**src/design/lrt_pkg.sv**
```systemverilog
`timescale 1ns / 1ps
`default_nettype none

package lrt_pkg;

  // Field widths
  localparam int VALUE_W    = 32;
  localparam int POS_W      = 8;
  localparam int FRAC_W     = 16;
  localparam int SCORE_W    = 15;
  localparam int AREA_W     = 14;
  localparam int CFG_IDX_W  = 2;
  localparam int CFG_DATA_W = 9;
  localparam int RAD_CFG_W  = 6;

  // Internal widths, bounded by the field widths and the radius range
  localparam int COORD_W      = 10;  // col + radius and image size minus one
  localparam int RAD_W        = 7;   // clamped radius up to 63
  localparam int DIM_W        = 8;   // clipped window side up to 127
  localparam int SCORE_FULL_W = 17;  // up to twice the window area
  localparam int AREA_FULL_W  = 2 * DIM_W;
  localparam int FRAC_SHIFT   = 15;  // score * 32768
  localparam int DIVIDEND_W   = SCORE_FULL_W + FRAC_SHIFT;

  // Item kinds
  localparam logic KIND_WRITE = 1'b0;
  localparam logic KIND_QUERY = 1'b1;

  // Register indexes
  localparam logic [CFG_IDX_W-1:0] REG_RADIUS       = 2'd0;
  localparam logic [CFG_IDX_W-1:0] REG_IMAGE_WIDTH  = 2'd1;
  localparam logic [CFG_IDX_W-1:0] REG_IMAGE_HEIGHT = 2'd2;

  // Register reset values
  localparam logic [RAD_CFG_W-1:0]  RADIUS_RESET = 6'd15;
  localparam logic [CFG_DATA_W-1:0] WIDTH_RESET  = 9'd256;
  localparam logic [CFG_DATA_W-1:0] HEIGHT_RESET = 9'd256;

  typedef enum logic [2:0] {
    ST_IDLE,
    ST_SETUP,
    ST_SCAN,
    ST_DRAIN,
    ST_DIV_START,
    ST_DIV_WAIT,
    ST_OUT
  } lrt_state_t;

  // Controller to datapath
  typedef struct packed {
    logic take;       // input transfer this cycle
    logic setup;      // latch centre, area, scan start
    logic scan;       // issue one window read
    logic div_start;  // launch the divider
    logic load_out;   // load the output register
  } lrt_cmd_t;

  // Datapath to controller
  typedef struct packed {
    logic is_query;
    logic bad;
    logic scan_last;
    logic div_done;
    logic out_free;
  } lrt_stat_t;

endpackage

`default_nettype wire

```
**src/design/lrt_ctrl.sv**
```systemverilog
`timescale 1ns / 1ps
`default_nettype none

module lrt_ctrl (
  input  wire logic               clk,
  input  wire logic               rst,
  input  wire logic               in_valid,
  output logic                    in_stall,
  input  wire lrt_pkg::lrt_stat_t stat,
  output lrt_pkg::lrt_cmd_t       cmd
);

  lrt_pkg::lrt_state_t state;
  lrt_pkg::lrt_state_t state_next;

  // State register
  always_ff @(posedge clk) begin
    if (rst) begin
      state <= lrt_pkg::ST_IDLE;
    end else begin
      state <= state_next;
    end
  end

  // Next state and commands
  always_comb begin
    state_next = state;
    cmd        = '0;
    in_stall   = 1'b1;
    case (state)
      lrt_pkg::ST_IDLE: begin
        in_stall = 1'b0;
        cmd.take = in_valid;
        if (in_valid && stat.is_query) begin
          state_next = lrt_pkg::ST_SETUP;
        end
      end
      lrt_pkg::ST_SETUP: begin
        cmd.setup  = 1'b1;
        state_next = stat.bad ? lrt_pkg::ST_OUT : lrt_pkg::ST_SCAN;
      end
      lrt_pkg::ST_SCAN: begin
        cmd.scan = 1'b1;
        if (stat.scan_last) begin
          state_next = lrt_pkg::ST_DRAIN;
        end
      end
      lrt_pkg::ST_DRAIN: begin
        state_next = lrt_pkg::ST_DIV_START;
      end
      lrt_pkg::ST_DIV_START: begin
        cmd.div_start = 1'b1;
        state_next    = lrt_pkg::ST_DIV_WAIT;
      end
      lrt_pkg::ST_DIV_WAIT: begin
        if (stat.div_done) begin
          state_next = lrt_pkg::ST_OUT;
        end
      end
      lrt_pkg::ST_OUT: begin
        // Hold until the previous result has been taken
        if (stat.out_free) begin
          cmd.load_out = 1'b1;
          state_next   = lrt_pkg::ST_IDLE;
        end
      end
      default: begin
        state_next = lrt_pkg::ST_IDLE;
      end
    endcase
  end

endmodule

`default_nettype wire

```
**config.mk**
```make
export PLATFORM = sky130hd
export DESIGN_NAME = lrt_ctrl
export DESIGN_NICKNAME = d
export VERILOG_FILES = /design/src/design/lrt_pkg.sv /design/src/design/lrt_ctrl.sv
export SDC_FILE = /design/constraint.sdc
export NUM_CORES = 1
export LEC_CHECK = 0
export BUFFER_PORTS_ARGS = -buffer_cell sky130_fd_sc_hd__buf_2
export CAP_MARGIN = 20
export CORE_AREA = 5 5 42 44
export DETAILED_ROUTE_END_ITERATION = 12
export DIE_AREA = 0 0 47 49
export GPL_TIMING_DRIVEN = 0
export HOLD_SLACK_MARGIN = 0.1
export MAX_ROUTING_LAYER = met4
export PLACE_DENSITY = 0.47
export SLEW_MARGIN = 15
export SYNTH_ARGS = -nofsm -noshare
export SYNTH_HDL_FRONTEND = slang
export SYNTH_SLANG_ARGS = --single-unit
```
**constraint.sdc**
```tcl
create_clock -name clk -period 3.23 [get_ports clk]
set_clock_uncertainty 0.15 [all_clocks]
set_input_delay 0.646 -clock clk [delete_from_list [all_inputs] [get_ports clk]]
set_output_delay 0.646 -clock clk [all_outputs]
set_load 0.01 [all_outputs]
```
# ---- Word-level counts from Yosys, hierarchy flattened
# Index checks and enable logic that the tools add are counted.
dict set report op_classes {
  add_sub_neg 0
  mul 0
  div 0
  order_cmp 0
  n_eq_ne 10
  n_shift 0
  n_mux 13
  n_bitwise 0
  n_reduce_logical 3
}
# cell n
set ops {}
lappend ops {{one-hot mux 3 bit (7 select lines)} 1}
lappend ops {{two-way mux 3 bit} 5}
lappend ops {{equality test 3 bit (second input constant)} 3}
lappend ops {{!= test 2 bit (second input constant)} 4}
lappend ops {{two-way mux 1 bit} 7}
lappend ops {{equality test 3 x 2 -> 1 bit (second input constant)} 2}
lappend ops {{AND reduction 4 bit} 1}
lappend ops {{equality test 3 x 1 -> 1 bit (second input constant)} 1}
lappend ops {{logical NOT 3 bit} 1}
lappend ops {{logical AND 1 bit} 1}
dict set report totals {
  register_bits 3
  latch_bits 0
  mem_bits_rw 0
  rom_bits 0
  in_bits 8
  elab_cells 27
  n_memories 0
}

# ---- Longest topological paths before layout
# Gate-level depths: netlist of run 1.
dict set report logic_depth {
  ltp_word 3
  ltp_mapped 5
  mapped_depth_nobuf 4
}

# ---- Worst setup path before layout of run 1
# No wires, ideal clock.
dict set report synth_path {
  kind {register to output}
  startpoint {reg state[0]}
  endpoint {out cmd[4] (netlist name)}
  arrival_ns 0.876
  required_ns 2.434
  setup_slack_ns 1.558
  path_stages_with_launch 4
  n_path_buf 1
  cell_sequence {dfxtp_1 > buf_6 > nor3_1 > and2_1}
}
# item line
set synth_lines {}
lappend synth_lines {{from (decl)} lrt_ctrl.sv:13} ;# lrt_pkg::lrt_state_t state;
lappend synth_lines {{from (signal assigned)} lrt_ctrl.sv:19} ;# state <= lrt_pkg::ST_IDLE;
lappend synth_lines {{from (signal assigned)} lrt_ctrl.sv:21} ;# state <= state_next;
lappend synth_lines {{to (decl)} lrt_ctrl.sv:10} ;# output lrt_pkg::lrt_cmd_t cmd

==> flow_results.org, run 1 <==
** Cells and area
- Commonest cells after routing, fill and taps aside :: sky130_fd_sc_hd__buf_2 (14), sky130_fd_sc_hd__nor2b_1 (4), sky130_fd_sc_hd__a21oi_1 (3), sky130_fd_sc_hd__clkbuf_4 (3), sky130_fd_sc_hd__dfxtp_1 (3)
- The post-route netlist has 39.2% of its cells at a drive strength greater than 1.
- Growth of design area from synthesis to finish :: 42.4%
- The finished layout holds 67 standard cells, fillers aside.
- The register with the most flip-flops in the layout has 3 of them.
- Ranked by flip-flop count, first place goes to state.
- The largest registers in the layout are state x3.
- Commonest non-fill, non-tap cell in the layout :: sky130_fd_sc_hd__buf_2
- NumNets Final :: 60
- The repair_antennas step left the layout with diodes totalling 0.

** Timing
- Transition at the pin with the smallest max-transition slack :: 0.308 ns
- Worst-case headroom to the max-slew limit :: 79.3%
- Fin worst setup slack :: 1.17 ns
- Post-route clock period utilization :: 63.8%
- After routing, the total negative slack on setup checks comes to 0 ns.
- The final-report max-slew violation count came to 0.
- Setup violations remaining at the end of the flow were counted as 0.
- Unrepaired setup endpoints after global routing :: no
- Final min period :: 2.06 ns
- Timing would allow up to 485 MHz.
- The final count of hold timing violations was 0.

** Die
- Core Region :: 1400 um2
- Die height :: 49 um
- Chip Width :: 47 um
- FP Rows :: 14
- DIE AREA :: 2300 um2
- Initial core utilization :: 18.8%
- Count of pins on the block boundary :: 14

** Clock network
- Clock Tree Buf Depth :: 2
- Buffers inserted during clock tree synthesis total 3.
- Level count of the clock H-tree :: 1
- Clock-pin slew of the registers on the worst-case setup and hold paths :: 0.04 ns
- Clock insertion delay at the later pin of the skew report :: 0.23 ns
- Sinks on Clock Net :: 3
- The number of setup buffers added after CTS is 0.
- The tree is rooted in a sky130_fd_sc_hd__clkbuf_4.
- CTS hold repair buffers :: 0
- Post-cts sizing count :: 0
- Clock tree from TritonCTS :: built

** Critical path
- In this run the critical register-to-register path is captured at state[2].
- CP peak stage delay :: 0.31 ns
- Startpoint kind of the worst setup timing path :: flip-flop
- At the worst endpoint, the arrival time is 1.26 ns.
- R2R cell count :: 5
- Register-to-Register Setup Slack :: 1.89 ns
- In this run the critical register-to-register path is launched from state[1].
- Slowest library cell on the worst path :: sky130_fd_sc_hd__dfxtp_1
- For the worst setup path, the data required time is 2.43 ns.
- STA classifies the critical path endpoint as an output pin.
- Traced cell by cell, the critical path runs through buf_6, nor3_1, and2_1, buf_2.
- Crit Path Category :: reg -> out
- Along the worst path, the maximum fanout reaches 10.
- In this design, the largest share of critical-path delay is due to simple AND/OR/NAND/NOR gates.
- The number of buffers and inverters on the critical path is 2.

** Route
- Per-cell routed wire length :: 10.0 um
- First-pass DRT Iterations :: 4
- Total wirelength of the detailed-routed design :: 670 um
- The detail route stage leaves a number of antenna-violating nets equal to 0.
- Routed via count divided by cell count :: 4.36
- Final routed DRC violation total :: 0
- Total number of vias :: 292
- The detailed router finished its first iteration with 3 violations.

** GRT
- Leftover overflow at the end of global routing :: 0
- The via count of the first global-routing pass was 259.
- The number of antenna violations at the first check in global routing was 0.
- In the global route stage, overall resource usage came out at 6.84%.
- The first global-routing pass estimated 1110 um of wire.
- Maximum number of pins on one net before global-route repair :: 11

** Pwr
- For this design the ratio of total power to cell area is 935 nW/um2.
- The design draws 350 uW.
- Static leakage power :: 0.000188 uW
- Worst voltage drop across the vdd grid :: 0.405 mV

** Yosys
- Synthesized netlist net count :: 42
- Among all flip-flop cells after synthesis, the most frequent one is sky130_fd_sc_hd__dfxtp_1.
- Counting flops with a built-in enable in the synthesized netlist gives 0.
- Synthesized area divided by synthesized cell count :: 7.73 um2
- Syn. warnings :: 0
- In the synthesized netlist the async set-or-reset flop fraction comes to 0%.
- Yosys reg bits :: 3
- Yosys mapped the design onto 21 distinct sky130hd cell types.
- Sequential share of the synthesized area :: 22.9%
- Gate count after technology mapping :: 34
- The cell area that synthesis handed to floorplanning was 263 um2.

** Placement
- Sum of net half-perimeters after detailed placement :: 508 um
- Routability-driven placement finished with a final weighted congestion of 0.736.
- After detailed placement, the design holds a cell count of 63.
- At the placement stage, the worst setup path has a slack of 1.39 ns.
- Port Buffers :: 13

** Worst hold path
- The worst hold path begins at rst.
- Along the worst hold path, the cell count comes to 2.
- Path class of the lowest-slack min-delay path :: in -> reg
- Hold-critical path endpoint :: state[0]

** Outcome
- Status :: complete, no violations

** Flow run
- Across the run, the number of max-cap violations was 0.
report_power, final:
| group | internal, uW | leakage, uW | switching, uW |
|---|---|---|---|
| logic | 107 | 0.000148 | 115 |
| registers | 53.6 | 0.0000249 | 10.9 |
| clock network | 46.1 | 0.0000150 | 17.1 |
| total | 206 | 0.000188 | 143 |
Yosys cell counts, types with 2 or more instances:
master	count	area, um2
sky130_fd_sc_hd__nor3_1	2	10.0
sky130_fd_sc_hd__o21a_1	2	15.0
sky130_fd_sc_hd__nand2_1	2	7.51
sky130_fd_sc_hd__nor2_1	2	7.51
sky130_fd_sc_hd__nor3b_1	2	15.0
sky130_fd_sc_hd__nor2b_1	4	25.0
sky130_fd_sc_hd__dfxtp_1	3	60.1
sky130_fd_sc_hd__and3_1	2	12.5
sky130_fd_sc_hd__a21oi_1	3	15.0
final cells by class:
class	instances	area (um2)
Clock buffer	4	26.3
Fill cell	176	1030
Tap cell	16	20.0
Buffer	3	23.8
Timing Repair Buffer	13	65.1
Sequential cell	3	60.1
Inverter	1	3.75
Multi-Input combinational cell	27	175
through the flow:
| step | hold slack [ns] | area (um2) | util, % |
|---|---|---|---|
| after global placement | 0.550 | 348 | 24.8 |
| after floorplan | 0.489 | 263 | - |
| final | 0.462 | 374 | 26.7 |
| after global routing | 0.468 | 374 | 26.7 |
| after detailed placement | 0.550 | 348 | 24.8 |
| after CTS | 0.448 | 374 | 26.7 |
how the worst max path moves through the flow:
stage,end,from,slack [ns],depth (start not counted)
floorplan,cmd[4],state[0],1.56,3
global placement,cmd[0],stat[0],1.40,3
detailed placement,cmd[0],stat[0],1.39,3
CTS,cmd[4],state[0],1.14,4
global route,cmd[4],state[0],1.06,4
finish,cmd[4],state[0],1.17,4
routing by layer:
layer / vias to the layer above / GRT usage (%) / part of all wire (%)
met4: 0 / 1.38 / 0
met3: 0 / 4.43 / 6.6
met5: - / - / 0
met2: 12 / 8.14 / 41
li1: 153 / - / -
met1: 127 / 9.61 / 52
cells by family after synthesis:
family                 share of synthesized area, %
and+or+nand+nor                                34.8
AOI/OAI and AO/OA                              28.1
buffers and inverters                          10.5
DFF                                            22.9
muxes                                          3.81
Note: power is estimated with default switching activity, not from simulation.
==> run 2: changes to the inputs <==
PLACE_DENSITY = 0.48   (was 0.47)
clock period = 1.8 ns   (was 3.23 ns; I/O delays follow)
==> run 2 against run 1 <==
Count of clock-buffer cells in the layout did not move. Hold slack got worse by 0.30 ns. Final cell count did not move. Non-clock buffer count did not move. Global-route usage rose by 0.22 points. First-iteration DRC count rose by 130%. Clock power rose by 84%. Worst setup slack got worse by 1.1 ns. Sequential power rose by 80%. Sequential share of layout area fell by 0.42 points. Critical path depth did not move. Die area did not move. Critical path type unchanged. Highest routed layer unchanged.
==> flow_results.org, run 2 (synthesis results as in run 1) <==
** Cells and area
- Leaving out fill and tap cells, the most frequent cell in the layout is sky130_fd_sc_hd__buf_2.
- The diode insertion count for antenna repair came to 0 (unchanged).
- Ranked by flip-flop count, first place goes to state.
- Number of fill cells :: 174 (-1.1%)
- Final Cell Area :: 384 um2 (+2.7%)
- Share of cells above drive strength 1 :: 43.1% (+3.9 points)
- Commonest cells after routing, fill and taps aside :: sky130_fd_sc_hd__buf_2 (13), sky130_fd_sc_hd__clkbuf_4 (4), sky130_fd_sc_hd__nor2b_1 (3), sky130_fd_sc_hd__a21oi_1 (3), sky130_fd_sc_hd__dfxtp_1 (3)
- In the final layout, the registers with the most flip-flops are state x3.
- The area growth from synthesis to layout is 46.2%.
- The count of nets after finishing came to 60 (unchanged).
- Max reg flops :: 3 (unchanged)

** Die
- The vertical extent of the die was 49 um (unchanged).
- Count of pins on the block boundary :: 14 (unchanged)
- The initial core utilization was 18.8% (unchanged).
- The number of rows in the core area is 14 (unchanged).
- Core Region :: 1400 um2 (unchanged)
- DIE AREA :: 2300 um2 (unchanged)
- Chip Width :: 47 um (unchanged)

** Pwr
- Switching pwr :: 265 uW (+85%)
- The post-layout total power is 648 uW (+85%).
- The power share of the sequential group is 18.0% (-0.4 points).
- The share of total power in the clock network was 17.9% (-0.2 points).
- The areal power density over the cells came to 1690 nW/um2 (+80%).
- Internal Pwr Total :: 382 uW (+85%)
- Worst voltage drop across the vdd grid :: 0.627 mV (+55%)
- Comb pwr share :: 64.2% (+0.7 points)
- Switching power as a share of total power :: 41.0% (about the same)
- Static leakage power :: 0.000189 uW (+0.87%)

** Outcome
- Status :: complete, no violations

** Timing
- Final min period :: 1.70 ns
- Post-route clock period utilization :: 94.5%
- The total setup violations reported at the end of the flow came to 0 (unchanged).
- Count of pins over their slew limit :: 0 (unchanged)
- Worst-case headroom to the max-slew limit :: 83.7% (+4.4 points)
- Transition at the pin with the smallest max-transition slack :: 0.243 ns (-0.0651 ns)
- The final count of hold timing violations was 0 (unchanged).
- The sum of negative setup slack is 0 ns (unchanged).
- Static timing analysis puts the maximum clock frequency at 588 MHz.
- Unrepaired setup endpoints after global routing :: yes
- Worst hold margin :: 0.166 ns (-0.296 ns)

** GRT
- First-pass GRT wire length :: 1130 um (+1.9%)
- The largest net degree at the start of global routing is 11 (unchanged).
- The via count of the first global-routing pass came to 274 (+5.8%).
- Total Routing Usage GR :: 7.06% (+0.22 points)
- The number of antenna violations at the first check in global routing came to 0 (unchanged).
- Leftover overflow at the end of global routing :: 0 (unchanged)

** Critical path
- The endpoint required time on the critical path was 1.29 ns (-1.14 ns).
- Critical path capture point type :: output pin
- The worst setup path is of the reg -> out kind.
- Arrival time at the worst endpoint :: 1.19 ns (-0.07 ns)
- The top fanout value on the critical path was 10 (unchanged).
- STA classifies the critical path startpoint as a flip-flop.

** Flow run
- The max capacitance violation total came to 0 (unchanged).

** Clock network
- The number of sinks on the clock net was 3 (unchanged).
- The source-to-sink clock delay at the later pin of the worst-skew pair came to 0.23 ns (about the same).
- The level count of the clock H-tree is 1 (unchanged).
- The maximum count of clock buffers along a single path is 2 (unchanged).
- CTS hold repair buffers :: 0 (unchanged)
- The clock transition at the register clock pins on the worst setup and hold paths after CTS came to 0.03 ns (about the same).
- Clock tree from TritonCTS :: built
- Number of clock buffers inserted by TritonCTS :: 3 (unchanged)
- CTS placed an instance of sky130_fd_sc_hd__clkbuf_4 at the clock tree root.

** Route
- The post-detailed-route wirelength per cell is 10.2 um (+1.9%).
- The starting DRC count in detailed routing came to 7 (+4).
- Final routed DRC violation total :: 0 (unchanged)
- The via count of the routed design is 285 (-2.4%).
- First-pass DRT Iterations :: 2 (-2)
- The number of vias per cell came to 4.25 (-2.4%).
- The number of antenna-violating nets in the routed design came to 0 (unchanged).
- The routed wire length was 683 um (+1.9%).

** Placement
- The total half-perimeter wirelength after legalization and detailed placement was 519 um (+2.2%).
- RD Place Congestion :: 0.726 (-1.4%)
- Port Buffers :: 13 (unchanged)
- Post-place instance area :: 348 um2 (unchanged)

** Worst hold path
- Path class of the lowest-slack min-delay path :: in -> reg
run 2: cell count changes in the layout (fill, tap and decap cells not counted), sizes merged:
cell	delta
clkbuf	+1
buf	-1
run 2: routing by layer:
layer / vias up / wire length [um] / GRT usage [%]
met5: - / 0 / -
li1: 154 / - / -
met3: 0 / 37 / 3.32
met2: 9 / 304 / 8.14
met1: 122 / 341 / 9.61
met4: 0 / 0 / 4.15
run 2: area by class of cell:
cell class              instances  area (um2)  share of cell area (%)
repair buffers                 13        65.1                    16.9
flip-flops and latches          3        60.1                    15.6
clock buffers                   4        26.3                    6.84
plain buffers                   3        26.3                    6.84
multi-input cells              27         183                    47.6
inverters                       1        3.75                   0.977
well taps                      16        20.0                    5.21
run 2: metrics by stage:
step                      std cells  utilization, %  worst slack (ns)
after floorplan                  34               -             0.414
after global placement           63            24.8             0.257
after detailed placement         63            24.8             0.254
after CTS                        67            27.1            0.0852
after global routing             67            27.4          -0.00776
final                            67            27.4            0.0996
run 2: worst paths after layout:
check        startpoint       end  slack, ns  cells past startpoint
max reg2reg    state[1]  state[2]       0.46                      4
min reg2reg    state[0]  state[0]       0.57                      3
max            state[0]    cmd[4]        0.1                      4
min                 rst  state[0]       0.17                      2
run 2: worst max-delay path: stages, from the launching register on:
cell,delay (ns)
sky130_fd_sc_hd__dfxtp_1,0.31
sky130_fd_sc_hd__buf_6,0.14
sky130_fd_sc_hd__nor3_2,0.23
sky130_fd_sc_hd__and2_1,0.16
sky130_fd_sc_hd__buf_2,0.12
run 2: power groups by stage:
stage,Sequential (uW),Clock [uW],Combinational [uW]
after CTS,116,122,411
after floorplan,111,0,298
after global placement,116,0,402
final,116,116,416
after global routing,122,135,468
after detailed placement,115,0,401
run 2: repair_timing:
item | 4_1_cts | 5_1_grt
hold endpoints to repair | 0 | 0
setup endpoints to repair | 1 | 4
setup buffers | 0 | 0
resized for setup | 1 | 2
==> run 3: changes to the inputs <==
CTS_BUF_LIST = sky130_fd_sc_hd__clkbuf_16   (was not set)
==> run 3 against run 2 <==
Largest power group unchanged. Die area unchanged. Largest cell class unchanged. First-iteration DRC count down 43%. Critical path depth stayed put. Combinational power fell by 2%. Sequential share of layout area fell by 1.7 points. Fmax increased by 0.17%. Design area increased by 12%. Final cell count is the same.
==> flow_results.org, run 3 (synthesis results as in run 1) <==
** Outcome
- Status :: complete, no violations

** Timing
- The sum of negative setup slack is 0 ns (unchanged).
- Setup violators final :: 0 (unchanged)
- Worst-case headroom to the max-slew limit :: 83.6% (-0.10 points)
- The final critical-path required period was 1.70 ns (-0.00285 ns).
- The highest achievable clock rate is 589 MHz (+0.17%).
- The final-report max-slew violation count came to 0 (unchanged).
- Transition at the pin with the smallest max-transition slack :: 0.245 ns (+0.00156 ns)
- Unrepaired setup endpoints after global routing :: no
- The portion of the clock cycle consumed by the worst path in the final layout came to 94.3% (-0.16 points).
- Count of final hold-check violations :: 0 (unchanged)

** Clock network
- The total CTS buffers was 3 (unchanged).
- Clock Tree Buf Depth :: 2 (unchanged)
- The post-CTS repair timing setup buffer count was 0 (unchanged).
- Sinks on Clock Net :: 3 (unchanged)
- The source-to-sink clock delay at the later pin of the worst-skew pair was 0.22 ns (about the same).
- The clock transition at the register clock pins on the worst setup and hold paths after CTS came to 0.03 ns (about the same).
- Clock tree root driver cell :: sky130_fd_sc_hd__clkbuf_16
- Clock tree from TritonCTS :: built
- The number of hold buffers added after cts came to 0 (unchanged).
- Level count of the clock H-tree :: 1 (unchanged)

** Placement
- The total half-perimeter wirelength after legalization and detailed placement came to 519 um (unchanged).
- The number of buffer cells added on primary ports is 13 (unchanged).
- The final estimated routing congestion in global placement is 0.726 (unchanged).

** Cells and area
- Relative to the synthesized area, the layout overhead comes to 64.3%.
- The flip-flop count of the largest register, all copies and words added came to 3 (unchanged).
- Top reg by flops :: state
- The largest registers in the layout are state x3.
- The library cell used most frequently in the layout, excluding fill and tap cells, is sky130_fd_sc_hd__buf_2.
- The diode insertion count for antenna repair was 0 (unchanged).
- The share of the core filled with cells is 30.8% (+3.4 points).
- Share of cells above drive strength 1 :: 41.2% (-2.0 points)
- The count of nets after finishing came to 60 (unchanged).
- Leaving out fill and tap cells, the most frequent cells in the layout are sky130_fd_sc_hd__buf_2 (14), sky130_fd_sc_hd__nor2b_1 (4), sky130_fd_sc_hd__a21oi_1 (3), sky130_fd_sc_hd__clkbuf_16 (3), sky130_fd_sc_hd__dfxtp_1 (3).

** Route
- ANT nets after route :: 0 (unchanged)
- First-pass DRT Iterations :: 4 (+2)
- The post-detailed-route wirelength per cell was 10.5 um (+3.2%).
- Total number of vias :: 289 (+1.4%)
- Final routed DRC violation total :: 0 (unchanged)
- The number of vias per cell came to 4.31 (+1.4%).
- Total wirelength of the detailed-routed design :: 705 um (+3.2%)
- The starting DRC count in detailed routing came to 4 (-3).

** GRT
- Maximum number of pins on one net before global-route repair :: 11 (unchanged)
- First-pass GRT wire length :: 1180 um (+4.2%)
- Leftover overflow at the end of global routing :: 0 (unchanged)
- The via count of the first global-routing pass came to 292 (+6.6%).
- The number of antenna violations at the first check in global routing was 0 (unchanged).
- Total Routing Usage GR :: 7.35% (+0.29 points)

** Critical path
- The endpoint required time on the critical path came to 1.29 ns (about the same).
- Startpoint kind of the worst setup timing path :: flip-flop
- The worst setup path is captured at an output pin.
- Sequence of cells on the critical path :: buf_4, nor2b_1, and3_1, buf_2
- The setup path with the least slack is of type reg -> out.
- CP peak stage delay :: 0.30 ns (about the same)
- Highest net fanout along the worst path :: 10 (unchanged)
- The arrival time of data at the critical path endpoint came to 1.19 ns (about the same).
- Slowest library cell on the worst path :: sky130_fd_sc_hd__dfxtp_1

** Die
- The placeable core region came to 1400 um2 (unchanged).
- Initial core utilization :: 18.8% (unchanged)
- The width of the chip is 47 um (unchanged).
- The number of rows in the core area came to 14 (unchanged).
- The vertical extent of the die came to 49 um (unchanged).
- Count of pins on the block boundary :: 14 (unchanged)
- DIE AREA :: 2300 um2 (unchanged)

** Pwr
- The areal power density over the cells came to 2010 nW/um2 (+19%).
- Worst voltage drop across the vdd grid :: 0.985 mV (+57%)
- Power consumption :: 866 uW (+34%)
- The leakage dissipation is 0.000216 uW (+14%).

** Flow run
- The max capacitance violation total is 0 (unchanged).

** Worst hold path
- The worst hold path belongs to the class in -> reg.
## run 3: cell count changes in the layout (fill, tap and decap cells not counted)
cell,previous run,this run
sky130_fd_sc_hd__buf_2,13,14
sky130_fd_sc_hd__clkbuf_1,1,0
sky130_fd_sc_hd__clkbuf_16,0,3
sky130_fd_sc_hd__clkbuf_4,4,0
sky130_fd_sc_hd__inv_1,1,2
sky130_fd_sc_hd__nor2b_1,3,4
sky130_fd_sc_hd__nor2b_2,1,0
## run 3: what timing repair did
item / CTS / global route
endpoints found under the setup margin: 0 / 1
resized for setup: 0 / 1
hold endpoints to repair: 0 / 0
## run 3: layer usage
metal  global-route usage (%)  up-vias  routed length, um  part of all wire [%]
met3                     4.43        0                 54                   7.7
met2                     8.37       11                300                    43
met4                     2.76        0                  0                     0
met1                     10.3      123                350                    50
li1                         -      155                  -                     -
met5                        -        -                  0                     0
## run 3: through the flow
step / std cells / instance area [um2] / hold WS, ns / worst slack [ns]
floorplan: 34 / 263 / 0.289 / 0.414
global placement: 63 / 348 / 0.410 / 0.257
detailed placement: 63 / 348 / 0.405 / 0.254
CTS: 67 / 427 / 0.174 / 0.0159
global route: 67 / 432 / 0.183 / 0.00889
finish: 67 / 432 / 0.174 / 0.102
## run 3: final timing paths
path                            startpoint       end  slack (ns)  depth (start not counted)
worst min-delay path                   rst  state[0]        0.17                          2
worst max register to register    state[1]  state[2]        0.44                          5
worst min register to register    state[0]  state[0]        0.56                          3
worst max-delay path              state[2]    cmd[0]        0.10                          4
## run 3: critical path: cells and delay by family (launching register included)
| kind | cells | cell delay [ns] |
|---|---|---|
| flip-flops | 1 | 0.30 |
| AND/OR/NAND/NOR | 2 | 0.39 |
| buffers and inverters | 2 | 0.28 |
## run 3: final cells by class
cell class	instances	area [um2]
tap	16	20.0
sequential	3	60.1
timing repair buffer	13	65.1
clock inverter	1	3.75
clock buffer	3	75.1
inverter	1	3.75
fill	171	970
multi-input combinational	27	180
buffer	3	23.8
## run 3: power breakdown
part | total (uW) | internal, uW | switching (uW)
registers | 117 | 96.3 | 21.2
clock network | 341 | 286 | 55.1
logic | 408 | 196 | 212
total | 866 | 578 | 288
